==> config.mk <==
export PLATFORM = sky130hd
export DESIGN_NAME = bounded_sorted_priority_queue
export DESIGN_NICKNAME = d
export VERILOG_FILES = /design/src/rtl/bspq_pkg.sv /design/src/rtl/bounded_sorted_priority_queue.sv
export SDC_FILE = /design/constraint.sdc
export NUM_CORES = 1
export LEC_CHECK = 0
export ABC_CLOCK_PERIOD_IN_PS = 13400
export BUFFER_PORTS_ARGS = -buffer_cell sky130_fd_sc_hd__buf_2
export CAP_MARGIN = 20
export CORE_ASPECT_RATIO = 0.75
export CORE_MARGIN = 8
export CORE_UTILIZATION = 35
export CTS_CLUSTER_SIZE = 8
export DETAILED_ROUTE_END_ITERATION = 10
export SLEW_MARGIN = 5
export SYNTH_ARGS = -nofsm -noshare
export SYNTH_HDL_FRONTEND = slang
export SYNTH_SLANG_ARGS = --single-unit
==> constraint.sdc <==
create_clock -name aclk -period 13.4 [get_ports aclk]
set_input_delay 0 -clock aclk [delete_from_list [all_inputs] [get_ports aclk]]
set_output_delay 0 -clock aclk [all_outputs]
set_load 0.03 [all_outputs]
==> src/rtl/bspq_pkg.sv <==
// Shared types and constants of the bounded sorted priority queue.
// Used by the top level and by its port checker; depends on nothing.
package bspq_pkg;

    // field widths
    localparam int CMD_W    = 3;
    localparam int KEY_W    = 32;
    localparam int ITEM_W   = 31;
    localparam int SRC_W    = 8;
    localparam int CNT_W    = 5;
    localparam int FILL_W   = 5;
    localparam int CAP_W    = 5;
    localparam int FIDX_W   = 4;

    // stream widths, padded to whole bytes
    localparam int IN_FIELDS_W  = KEY_W + ITEM_W + SRC_W + CNT_W;
    localparam int IN_TDATA_W   = ((IN_FIELDS_W + 7) / 8) * 8;
    localparam int OUT_FIELDS_W = 1 + KEY_W + ITEM_W + SRC_W + 1 + FIDX_W + 1 + FILL_W;
    localparam int OUT_TDATA_W  = ((OUT_FIELDS_W + 7) / 8) * 8;

    // result field offsets in m_axis_tdata
    localparam int OUT_HV_LSB    = 0;
    localparam int OUT_FOUND_LSB = 1 + KEY_W + ITEM_W + SRC_W;
    localparam int OUT_FIDX_LSB  = OUT_FOUND_LSB + 1;
    localparam int OUT_ACC_LSB   = OUT_FIDX_LSB + FIDX_W;
    localparam int OUT_OCC_LSB   = OUT_ACC_LSB + 1;

    localparam logic [CAP_W-1:0] CAP_RESET = CAP_W'(16);

    typedef enum logic [CMD_W-1:0] {
        CMD_CLEAR     = 3'd0,
        CMD_INSERT    = 3'd1,
        CMD_REMOVE    = 3'd2,
        CMD_READ_HEAD = 3'd3,
        CMD_FIND_ITEM = 3'd4,
        CMD_FIND_SRC  = 3'd5
    } cmd_t;

    typedef struct packed {
        logic [KEY_W-1:0]  key;
        logic [ITEM_W-1:0] item;
        logic [SRC_W-1:0]  src;
    } entry_t;

endpackage

==> src/rtl/bounded_sorted_priority_queue.sv <==
// Top level of the bounded sorted priority queue: command sequencer and entry memory.
// Depends on bspq_pkg.
//
// Usage
//   s_axis: one command per transaction. tuser carries the command code,
//   tdata the operands. m_axis: exactly one result transaction per command.
//   cfg_wr_en / cfg_wr_data write the capacity register; write only while
//   the queue is idle.
// Storage
//   Entries live in one synchronous memory (one write, one read, registered
//   read data) organized as a ring: logical position 0 (largest distance)
//   sits at a base pointer, so dropping the largest entry only moves the
//   base, and removing the smallest ones only lowers the fill level.
// Sequence (from accept to the edge that raises m_axis_tvalid; s_axis_tready
// rises again with that edge)
//   clear, remove, read head, unused codes: S_EXEC, then S_RESP reads the head.
//   find: S_EXEC, S_FIND compares entries from the head end up to the match, S_RESP.
//   insert: S_EXEC, S_INS, S_SHIFT compares entries while moving them toward the
//   tail, S_PUT, S_RESP; when full, S_CHK first rejects or drops the largest entry.
//   Each compared entry takes one memory read.
// Reset and stall
//   Reset empties the queue and sets the capacity to 16. A result waits in
//   the output register while m_axis_tready is low; the next command is
//   accepted meanwhile and finishes up to the point of delivering its result.
module bounded_sorted_priority_queue #(
    parameter int DEPTH = 16
) (
    input  logic                              aclk,
    input  logic                              aresetn,
    // tdata: distance[31:0], item_id[62:32], source_id[70:63], count[75:71]
    input  logic                              s_axis_tvalid,
    output logic                              s_axis_tready,
    input  logic [bspq_pkg::IN_TDATA_W-1:0]   s_axis_tdata,
    // tuser: command[2:0]
    input  logic [bspq_pkg::CMD_W-1:0]        s_axis_tuser,
    // tdata: head_valid[0], head_distance[32:1], head_item[63:33],
    //        head_source[71:64], found[72], found_index[76:73],
    //        accepted[77], occupancy[82:78]
    output logic                              m_axis_tvalid,
    input  logic                              m_axis_tready,
    output logic [bspq_pkg::OUT_TDATA_W-1:0]  m_axis_tdata,
    input  logic                              cfg_wr_en,
    input  logic [bspq_pkg::CAP_W-1:0]        cfg_wr_data
);
    import bspq_pkg::*;

    localparam int AW   = (DEPTH > 1) ? $clog2(DEPTH) : 1;
    localparam int RING = 2 ** AW;
    localparam logic [FILL_W-1:0] CAP_MAX = FILL_W'((DEPTH > 31) ? 31 : DEPTH);
    localparam int OUT_PAD = OUT_TDATA_W - OUT_FIELDS_W;

    typedef enum logic [2:0] {
        S_IDLE,
        S_EXEC,
        S_CHK,
        S_INS,
        S_SHIFT,
        S_PUT,
        S_FIND,
        S_RESP
    } state_t;

    // S_HEAD folded into a flag to keep the state count at eight
    state_t                   state_reg, state_next;
    logic                     head_rd_reg, head_rd_next;
    logic [AW-1:0]            base_reg, base_next;
    logic [FILL_W-1:0]        fill_reg, fill_next;
    logic [CAP_W-1:0]         cap_reg;
    logic [CMD_W-1:0]         cmd_reg, cmd_next;
    logic [KEY_W-1:0]         dist_reg, dist_next;
    logic [ITEM_W-1:0]        item_reg, item_next;
    logic [SRC_W-1:0]         src_reg, src_next;
    logic [CNT_W-1:0]         cnt_reg, cnt_next;
    logic [FILL_W-1:0]        idx_reg, idx_next;
    logic [FILL_W-1:0]        put_reg, put_next;
    logic                     found_reg, found_next;
    logic [FIDX_W-1:0]        fidx_reg, fidx_next;
    logic                     acc_reg, acc_next;
    logic                     m_tvalid_reg, m_tvalid_next;
    logic [OUT_TDATA_W-1:0]   m_tdata_reg, m_tdata_next;

    // entry memory and its port controls
    entry_t                   entry_mem [RING];
    entry_t                   rd_data_reg;
    logic                     rd_en;
    logic [FILL_W-1:0]        rd_pos;
    logic                     wr_en;
    logic [FILL_W-1:0]        wr_pos;
    entry_t                   wr_data;
    logic [AW-1:0]            rd_addr, wr_addr;

    logic [FILL_W-1:0]        eff_cap;
    logic                     head_valid;
    entry_t                   new_entry;
    logic                     key_match;

    // effective capacity: zero acts as one, clamp at the memory depth
    always_comb begin
        if (cap_reg == '0) begin
            eff_cap = FILL_W'(1);
        end else if (FILL_W'(cap_reg) > CAP_MAX) begin
            eff_cap = CAP_MAX;
        end else begin
            eff_cap = FILL_W'(cap_reg);
        end
    end

    assign rd_addr    = base_reg + AW'(rd_pos);
    assign wr_addr    = base_reg + AW'(wr_pos);
    assign new_entry  = '{key: dist_reg, item: item_reg, src: src_reg};
    assign head_valid = (fill_reg != '0);
    assign key_match  = (cmd_reg == CMD_FIND_ITEM) ? (rd_data_reg.item == item_reg)
                                                   : (rd_data_reg.src == src_reg);

    // memory: one write and one registered read per cycle; the sequencer
    // never reads and writes the same position in one cycle
    always_ff @(posedge aclk) begin
        if (wr_en) begin
            entry_mem[wr_addr] <= wr_data;
        end
        if (rd_en) begin
            rd_data_reg <= entry_mem[rd_addr];
        end
    end

    // sequencer next-state logic
    always_comb begin
        state_next    = state_reg;
        head_rd_next  = head_rd_reg;
        base_next     = base_reg;
        fill_next     = fill_reg;
        cmd_next      = cmd_reg;
        dist_next     = dist_reg;
        item_next     = item_reg;
        src_next      = src_reg;
        cnt_next      = cnt_reg;
        idx_next      = idx_reg;
        put_next      = put_reg;
        found_next    = found_reg;
        fidx_next     = fidx_reg;
        acc_next      = acc_reg;
        m_tvalid_next = m_tvalid_reg;
        m_tdata_next  = m_tdata_reg;
        rd_en         = 1'b0;
        rd_pos        = '0;
        wr_en         = 1'b0;
        wr_pos        = '0;
        wr_data       = rd_data_reg;

        // result taken by the receiver
        if (m_tvalid_reg && m_axis_tready) begin
            m_tvalid_next = 1'b0;
        end

        unique case (state_reg)
            S_IDLE: begin
                if (s_axis_tvalid) begin
                    cmd_next   = s_axis_tuser;
                    dist_next  = s_axis_tdata[KEY_W-1:0];
                    item_next  = s_axis_tdata[KEY_W +: ITEM_W];
                    src_next   = s_axis_tdata[KEY_W+ITEM_W +: SRC_W];
                    cnt_next   = s_axis_tdata[KEY_W+ITEM_W+SRC_W +: CNT_W];
                    found_next = 1'b0;
                    fidx_next  = '0;
                    acc_next   = 1'b0;
                    state_next = S_EXEC;
                end
            end

            S_EXEC: begin
                head_rd_next = 1'b1;
                state_next   = S_RESP;
                unique case (cmd_reg)
                    CMD_CLEAR: begin
                        fill_next = '0;
                    end
                    CMD_INSERT: begin
                        head_rd_next = 1'b0;
                        if (fill_reg >= eff_cap) begin
                            if (fill_reg == '0) begin
                                head_rd_next = 1'b1;
                            end else begin
                                // fetch the largest entry for the full check
                                rd_en      = 1'b1;
                                rd_pos     = '0;
                                state_next = S_CHK;
                            end
                        end else begin
                            state_next = S_INS;
                        end
                    end
                    CMD_REMOVE: begin
                        fill_next = (FILL_W'(cnt_reg) >= fill_reg) ? '0
                                                                 : fill_reg - FILL_W'(cnt_reg);
                    end
                    CMD_FIND_ITEM, CMD_FIND_SRC: begin
                        if (fill_reg != '0) begin
                            // scan from the head end toward position 0
                            head_rd_next = 1'b0;
                            rd_en        = 1'b1;
                            rd_pos       = fill_reg - FILL_W'(1);
                            idx_next     = fill_reg - FILL_W'(1);
                            state_next   = S_FIND;
                        end
                    end
                    default: begin
                    end
                endcase
            end

            S_CHK: begin
                if (dist_reg >= rd_data_reg.key) begin
                    head_rd_next = 1'b1;
                    state_next   = S_RESP;
                end else begin
                    // drop the largest entry
                    base_next  = base_reg + AW'(1);
                    fill_next  = fill_reg - FILL_W'(1);
                    state_next = S_INS;
                end
            end

            S_INS: begin
                if (fill_reg == '0) begin
                    put_next   = '0;
                    state_next = S_PUT;
                end else begin
                    rd_en      = 1'b1;
                    rd_pos     = fill_reg - FILL_W'(1);
                    idx_next   = fill_reg - FILL_W'(1);
                    state_next = S_SHIFT;
                end
            end

            S_SHIFT: begin
                if (rd_data_reg.key > dist_reg) begin
                    put_next   = idx_reg + FILL_W'(1);
                    state_next = S_PUT;
                end else begin
                    // move the entry one place toward the tail
                    wr_en   = 1'b1;
                    wr_pos  = idx_reg + FILL_W'(1);
                    wr_data = rd_data_reg;
                    if (idx_reg == '0) begin
                        put_next   = '0;
                        state_next = S_PUT;
                    end else begin
                        rd_en    = 1'b1;
                        rd_pos   = idx_reg - FILL_W'(1);
                        idx_next = idx_reg - FILL_W'(1);
                    end
                end
            end

            S_PUT: begin
                wr_en        = 1'b1;
                wr_pos       = put_reg;
                wr_data      = new_entry;
                fill_next    = fill_reg + FILL_W'(1);
                acc_next     = 1'b1;
                head_rd_next = 1'b1;
                state_next   = S_RESP;
            end

            S_FIND: begin
                if (key_match) begin
                    found_next   = 1'b1;
                    fidx_next    = idx_reg[FIDX_W-1:0];
                    head_rd_next = 1'b1;
                    state_next   = S_RESP;
                end else if (idx_reg == '0) begin
                    head_rd_next = 1'b1;
                    state_next   = S_RESP;
                end else begin
                    rd_en    = 1'b1;
                    rd_pos   = idx_reg - FILL_W'(1);
                    idx_next = idx_reg - FILL_W'(1);
                end
            end

            S_RESP: begin
                if (head_rd_reg) begin
                    // fetch the head entry; the write of S_PUT has landed
                    head_rd_next = 1'b0;
                    rd_en        = head_valid;
                    rd_pos       = fill_reg - FILL_W'(1);
                end else if (!m_tvalid_reg || m_axis_tready) begin
                    m_tvalid_next = 1'b1;
                    m_tdata_next  = {
                        {OUT_PAD{1'b0}},
                        fill_reg,
                        acc_reg,
                        fidx_reg,
                        found_reg,
                        head_valid ? rd_data_reg.src  : {SRC_W{1'b0}},
                        head_valid ? rd_data_reg.item : {ITEM_W{1'b0}},
                        head_valid ? rd_data_reg.key  : {KEY_W{1'b0}},
                        head_valid
                    };
                    state_next    = S_IDLE;
                end
            end

            default: begin
                state_next = S_IDLE;
            end
        endcase
    end

    // state, control and result registers
    always_ff @(posedge aclk) begin
        if (!aresetn) begin
            state_reg    <= S_IDLE;
            head_rd_reg  <= 1'b0;
            base_reg     <= '0;
            fill_reg     <= '0;
            cap_reg      <= CAP_RESET;
            m_tvalid_reg <= 1'b0;
        end else begin
            state_reg    <= state_next;
            head_rd_reg  <= head_rd_next;
            base_reg     <= base_next;
            fill_reg     <= fill_next;
            m_tvalid_reg <= m_tvalid_next;
            if (cfg_wr_en) begin
                cap_reg <= cfg_wr_data;
            end
        end
        cmd_reg     <= cmd_next;
        dist_reg    <= dist_next;
        item_reg    <= item_next;
        src_reg     <= src_next;
        cnt_reg     <= cnt_next;
        idx_reg     <= idx_next;
        put_reg     <= put_next;
        found_reg   <= found_next;
        fidx_reg    <= fidx_next;
        acc_reg     <= acc_next;
        m_tdata_reg <= m_tdata_next;
    end

    assign s_axis_tready = (state_reg == S_IDLE);
    assign m_axis_tvalid = m_tvalid_reg;
    assign m_axis_tdata  = m_tdata_reg;

endmodule

==> reports/metrics.cfg, run 1 <==
[cts]
cts-root-buf=clkbuf_16
clk_latency_ps=800
tritoncts=yes
cts_buffers=193
clk_path_buf_depth=3
cts_htree_levels=4
postCtsSetupRepairBufs=0
cts_resized=0
cts_sinks=1403
clk_pin_slew_ps=50

[power_and_ir_drop]
switching_share=0.3195
clockPowerShare=0.269
peakVddDrop_mv=0.2803
p_leak_nw=22.24
power.share.combinational=0.330
switchingPower_mw=5.123
seq_power_share=0.401
p_int_mw=10.91
powerDensity_mw_per_mm2=242.5

[sta]
holdWs_ps=66.33
hold_viol_final=0
finClkSkew_ps=73.36
setup_viol=0
setup_slack_ps=5876
finalCritPeriodShare=0.5615
rsz0062_at_grt=false
maxSlewHeadroom=0.2344
fmax_mhz=132.9
tns_ps=0
min_period_ps=7524
worstMarginPinSlew_ps=1148
maxSlewViolCount=0

[layout]
fin_nets=3392
fin_cells=5385
largest_reg_flops=1136
area_delta_synth_final_pct=19.84
drive_gt1_frac=0.2382
fill_cells=13618

[placed_design]
place.port_buffers=173
gp_congestion=0.7457
place_ws_ps=5793
hpwl_um=69800
place.detailed.instances=4980

[status]
outcome=completed

[run]
drv_cap=0

[critical_path]
crit_path_end_kind=register
worstPathArrival_ps=7940
crit_chain=inv_1, ha_1, nand4_1, buf_4, nor4_1, buf_4, nand2_1, a22oi_1, nand2_1, nor3_1, a21oi_1, nor2_1, ha_1, inv_1, fa_1, a211oi_1, nand3_1, nor2_4, buf_4, buf_4
cp_max_fo=31
regToRegStartpoint=dist_reg[13]$_DFFE_PP_
crit_type=register to register
required_ps=13810
cp_common_cell=buf_4
startpoint=dist_reg[13]$_DFFE_PP_
cp_top_family=simple AND/OR/NAND/NOR gates
startpoint_type=register
critPathSlowestCell=a22oi_1
slowest_delay_ps=860
path_buf_inv=6

[yosys]
ys_seq_elements=1403
synth_edf_count=1384
yosysUniqueCellTypes=56
yosysWarnings=0
synthCells=2731
synth_top_area_frac=0.7532
yosysSeqAreaShare=0.7601
yosysTopAreaCell=edfxtp_1
yosys-top-cells-area=edfxtp_1 (75%), mux4_2 (12%), mux2i_1 (4.0%)
syn_area_mm2=0.05518
synth_common_cells=edfxtp_1 (1384), mux4_2 (284), mux2i_1 (221)
yosys_most_used_dff=edfxtp_1
synth.most_common_cell=edfxtp_1
synth_async_sr_flop_share=0
syn_avg_cell_area_um2=20.20

[global_route]
antenna_found_initial=4
overflow=0
grt_pass1_wl_um=195500
grt_pass1_vias=28401
grt_usage=0.1535
grt_max_degree=168

[drt]
drt_pass1_iterations=6
vias=27289
drt_wl_total_um=132900
first_iter_violations=2697
ant_nets=0
viasPerCell=5.068
drc=0
routedWlPerCell_um=24.69

[hold_path]
worstHoldStart=s_axis_tdata[0]
hp-class=input pin to register

[floorplan]
start_util=0.3514
core_mm2=0.1570
rows=126
die_y_um=359.9
num_io_pins=183
die_area_mm2=0.1707
die_w_um=474.5

## layer usage
metal  vias up  share of wire  global-route usage
met1     14356           0.45              0.2173
met4         2          0.021             0.04023
li1      11935              -                   -
met3       183          0.063             0.03314
met2       813           0.47              0.2419
met5         -       0.000060                   0
## worst register-to-register path, delay by kind of cell, from the launching register on
| kind | cells | cell delay [ps] |
|---|---|---|
| simple gates | 8 | 2570 |
| flops | 1 | 380 |
| fa+ha+maj | 3 | 940 |
| compound gates | 3 | 1470 |
| buf+inv | 6 | 1760 |
## worst paths after layout
check                                to  slack, ps  depth (start not counted)
max          entry_mem[7][58]$_DFFE_PP_       5880                         20
min               dist_reg[0]$_DFFE_PP_         70                          2
max reg2reg  entry_mem[7][58]$_DFFE_PP_       5880                         20
min reg2reg  m_axis_tdata[75]$_DFFE_PP_        420                          0
## kinds of logic after synthesis
logic type	synth area share
flip-flops	0.7601
multiplexers	0.1560
AND/OR/NAND/NOR	0.03256
buffers and inverters	0.01349
AO/OA/AOI/OAI	0.01481
XOR/XNOR	0.009660
adder cells (fa/ha/maj)	0.01333
other	0.00006796
## layout by cell type (no fill, tap or decap), drive strengths merged, types with 3 or more instances in the layout
| cell type | count |
|---|---|
| a211oi | 12 |
| a21o | 8 |
| a21oi | 29 |
| a221o | 3 |
| a221oi | 3 |
| and2 | 75 |
| and3 | 4 |
| buf | 258 |
| clkbuf | 211 |
| clkinv | 10 |
| conb | 5 |
| dfxtp | 19 |
| dlygate4sd3 | 178 |
| edfxtp | 1384 |
| fa | 3 |
| ha | 54 |
| inv | 65 |
| mux2i | 221 |
| mux4 | 284 |
| nand2 | 188 |
| nand2b | 4 |
| nand3 | 14 |
| nand4 | 16 |
| nor2 | 56 |
| nor2b | 3 |
| nor3 | 14 |
| nor4 | 4 |
| o211ai | 4 |
| o21a | 4 |
| o21ai | 47 |
| o22ai | 4 |
| xnor2 | 52 |
| xor2 | 8 |
## power by group through the flow
stage	combinational, mW	sequential, mW	clock (mW)
2_1_floorplan	3.69	6.45	0
3_3_place_gp	5.27	6.51	0
3_5_place_dp	5.33	6.51	0
4_1_cts	5.39	6.44	4.40
5_1_grt	5.78	6.48	4.57
6_report	5.28	6.44	4.31
## metrics by stage
step | util | instance area, um2 | power [mW]
3_3_place_gp | 0.3764 | 59100 | 11.77
5_1_grt | 0.4211 | 66130 | 16.83
6_report | 0.4211 | 66130 | 16.03
2_1_floorplan | - | 55190 | 10.15
4_1_cts | 0.4211 | 66120 | 16.23
3_5_place_dp | 0.3764 | 59100 | 11.84
## area by class of cell
cell class	count	area [um2]	share of cell area
inverter	62	235.2	0.003557
antenna	2	5.005	0.00007568
tap	2112	2643	0.03996
sequential	1403	41940	0.6342
clock buffer	211	4940	0.07470
timing repair buffer	436	3361	0.05082
multi-input combinational	1146	12710	0.1922
clock inverter	13	295.3	0.004465
## timing repair
action / in CTS / in global routing
hold endpoints to repair: 104 / 0
endpoints found under the setup margin: 0 / 0
hold buffers: 178 / 0
No activity file was read; power rests on OpenSTA's default activity.
==> run 2, diff against run 1 <==
--- a/config.mk
+++ b/config.mk
@@ -5,7 +5,7 @@
 export SDC_FILE = /design/constraint.sdc
 export NUM_CORES = 1
 export LEC_CHECK = 0
-export ABC_CLOCK_PERIOD_IN_PS = 13400
+export ABC_CLOCK_PERIOD_IN_PS = 7900
 export BUFFER_PORTS_ARGS = -buffer_cell sky130_fd_sc_hd__buf_2
 export CAP_MARGIN = 20
 export CORE_ASPECT_RATIO = 0.75
==> constraint.sdc (replaced) <==
create_clock -name aclk -period 7.9 [get_ports aclk]
set_input_delay 0 -clock aclk [delete_from_list [all_inputs] [get_ports aclk]]
set_output_delay 0 -clock aclk [all_outputs]
set_load 0.03 [all_outputs]
==> run 2 against run 1 <==
  * Sequential cell count is the same
  * Cell area grew 1.3%
  * Worst hold slack gained 28 ps
  * Critical path depth shrank 1
  * Combinational power grew 77%
  * Cell count grew 0.74%
  * Via count grew 1.8%
  * Clock skew shrank 9.4 ps
  * Worst setup slack lost 4200 ps
  * Highest routed layer is now met4
==> reports/metrics.cfg, run 2 (synthesis gave the netlist of run 1 again) <==
[status]
outcome=completed

[cts]
tritoncts=yes
cts_buffers=194  ; +0.52%
cts_sinks=1403  ; unchanged
clk_path_buf_depth=3  ; unchanged
cts_htree_levels=4  ; unchanged
clk_pin_slew_ps=50  ; about the same
cts-root-buf=clkbuf_16
postCtsSetupRepairBufs=0  ; unchanged
clk_latency_ps=820  ; +20 ps

[sta]
maxSlewViolCount=0  ; unchanged
setup_viol=0  ; unchanged
min_period_ps=6201  ; -1323 ps
worstMarginPinSlew_ps=1036  ; -112.1 ps
finClkSkew_ps=63.95  ; -9.414 ps
rsz0062_at_grt=false
fmax_mhz=161.3  ; +21%
hold_viol_final=0  ; unchanged
setup_slack_ps=1699  ; -4177 ps
finalCritPeriodShare=0.7850  ; +0.2235
maxSlewHeadroom=0.3057  ; +0.07133
tns_ps=0  ; unchanged

[drt]
drt_pass1_iterations=7  ; +1
vias=27777  ; +1.8%
viasPerCell=5.120  ; +1.0%
first_iter_violations=2820  ; +4.6%
drt_wl_total_um=136200  ; +2.5%
ant_nets=0  ; unchanged
routedWlPerCell_um=25.10  ; +1.7%
drc=0  ; unchanged

[layout]
largest_reg_flops=1136  ; unchanged
fin_nets=3433  ; +1.2%
most-common-layout-cells=edfxtp_1 (1384), mux4_2 (284), mux2i_1 (221)
fin_area_mm2=0.06700  ; +1.3%
mostFrequentLayoutCell=edfxtp_1
num_antenna_cells=0  ; -2
fin_cells=5425  ; +0.74%
drive_gt1_frac=0.2475  ; +0.009356
area_delta_synth_final_pct=21.42

[critical_path]
crit_path_end_kind=register
worstPathArrival_ps=6690  ; -1250 ps
crit_type=register to register
cp_max_fo=13  ; -58%
startpoint_type=register
required_ps=8390  ; -5420 ps

[global_route]
grt_pass1_vias=28865  ; +1.6%
grt_max_degree=79  ; -53%
antenna_found_initial=3  ; -1
grt_usage=0.1571  ; +0.003547
overflow=0  ; unchanged
grt_pass1_wl_um=199300  ; +2.0%

[power_and_ir_drop]
power_mw=27.67  ; +73%
peakVddDrop_mv=0.3769  ; +34%
p_leak_nw=22.59  ; +1.5%
powerDensity_mw_per_mm2=413.0  ; +70%

[placed_design]
place.port_buffers=173  ; unchanged
gp_congestion=0.7598  ; +1.9%
place_ws_ps=1857  ; -3935 ps
place.detailed.instances=5013  ; +0.66%
placed_area_mm2=0.05983  ; +1.2%
hpwl_um=72950  ; +4.5%

[floorplan]
die_y_um=359.9  ; unchanged
core_mm2=0.1570  ; unchanged
die_w_um=474.5  ; unchanged
rows=126  ; unchanged
start_util=0.3514  ; unchanged
num_io_pins=183  ; unchanged
die_area_mm2=0.1707  ; unchanged

[hold_path]
hp-class=input pin to register

[run]
drv_cap=0  ; unchanged

run 2: changes by cell type in the layout (fill, tap and decap cells not counted), moves of 2 or more:
| cell | before | now |
|---|---|---|
| clkinv_16 | 7 | 9 |
| o21ai_1 | 3 | 5 |
| buf_12 | 6 | 44 |
| inv_6 | 1 | 3 |
| clkbuf_1 | 16 | 13 |
| bufinv_16 | 0 | 2 |
| diode_2 | 2 | 0 |
| o21ai_0 | 43 | 41 |
| buf_4 | 79 | 77 |
| dlygate4sd3_1 | 178 | 182 |
run 2: path summary, 6_finish.rpt:
| kind | startpoint | end | slack, ps | depth (start not counted) |
|---|---|---|---|---|
| worst max-delay path | rd_data_reg[53]$_DFFE_PP_ | entry_mem[6][21]$_DFFE_PP_ | 1700 | 19 |
| worst min-delay path | aresetn | fill_reg[0]$_SDFFE_PN0P_ | 90 | 3 |
| worst max register to register | rd_data_reg[53]$_DFFE_PP_ | entry_mem[6][21]$_DFFE_PP_ | 1700 | 19 |
| worst min register to register | fidx_reg[0]$_SDFFCE_PN0P_ | m_axis_tdata[73]$_DFFE_PP_ | 420 | 0 |
run 2: what timing repair did:
| item | CTS | global route |
|---|---|---|
| endpoints found under the hold margin | 122 | 0 |
| resized for setup | 0 | 0 |
| hold buffers | 182 | 0 |
run 2: area by class of cell:
cell class | count | area (um2)
clock buffers | 207 | 4903
clock inverters | 19 | 416.7
fillers | 13564 | 90020
inverters | 62 | 235.2
multi-input cells | 1146 | 12720
flip-flops and latches | 1403 | 41940
well taps | 2112 | 2643
repair buffers | 476 | 4146
run 2: power breakdown:
| part | switching, mW | internal, mW |
|---|---|---|
| logic | 5.39 | 3.94 |
| clock network | 2.99 | 4.42 |
| registers | 0.485 | 10.5 |
run 2: per-stage QoR:
step,util,hold WS (ps)
after floorplan,-,98.64
after global placement,0.3809,176.5
after detailed placement,0.3810,178.1
after CTS,0.4265,32.10
after global routing,0.4267,58.86
final,0.4267,94.81
run 2: worst max-delay path: stages (launching register included):
cell and delay, ps:
edfxtp_1 410, ha_1 340, nand4_1 470, nor4_1 470
buf_4 230, nand2_1 240, a22oi_1 290, buf_4 220
nand2_1 60, buf_4 180, nor3_1 140, a21oi_1 70
nor2_1 140, ha_1 180, inv_1 60, fa_1 470
a211oi_1 590, nand2_1 280, nor2_4 680, buf_4 340
run 2: metal layers:
layer	GRT usage	routed length [um]
met1	0.2309	62280
met2	0.2420	62780
met3	0.03100	8811
met4	0.03670	2313
met5	0	0
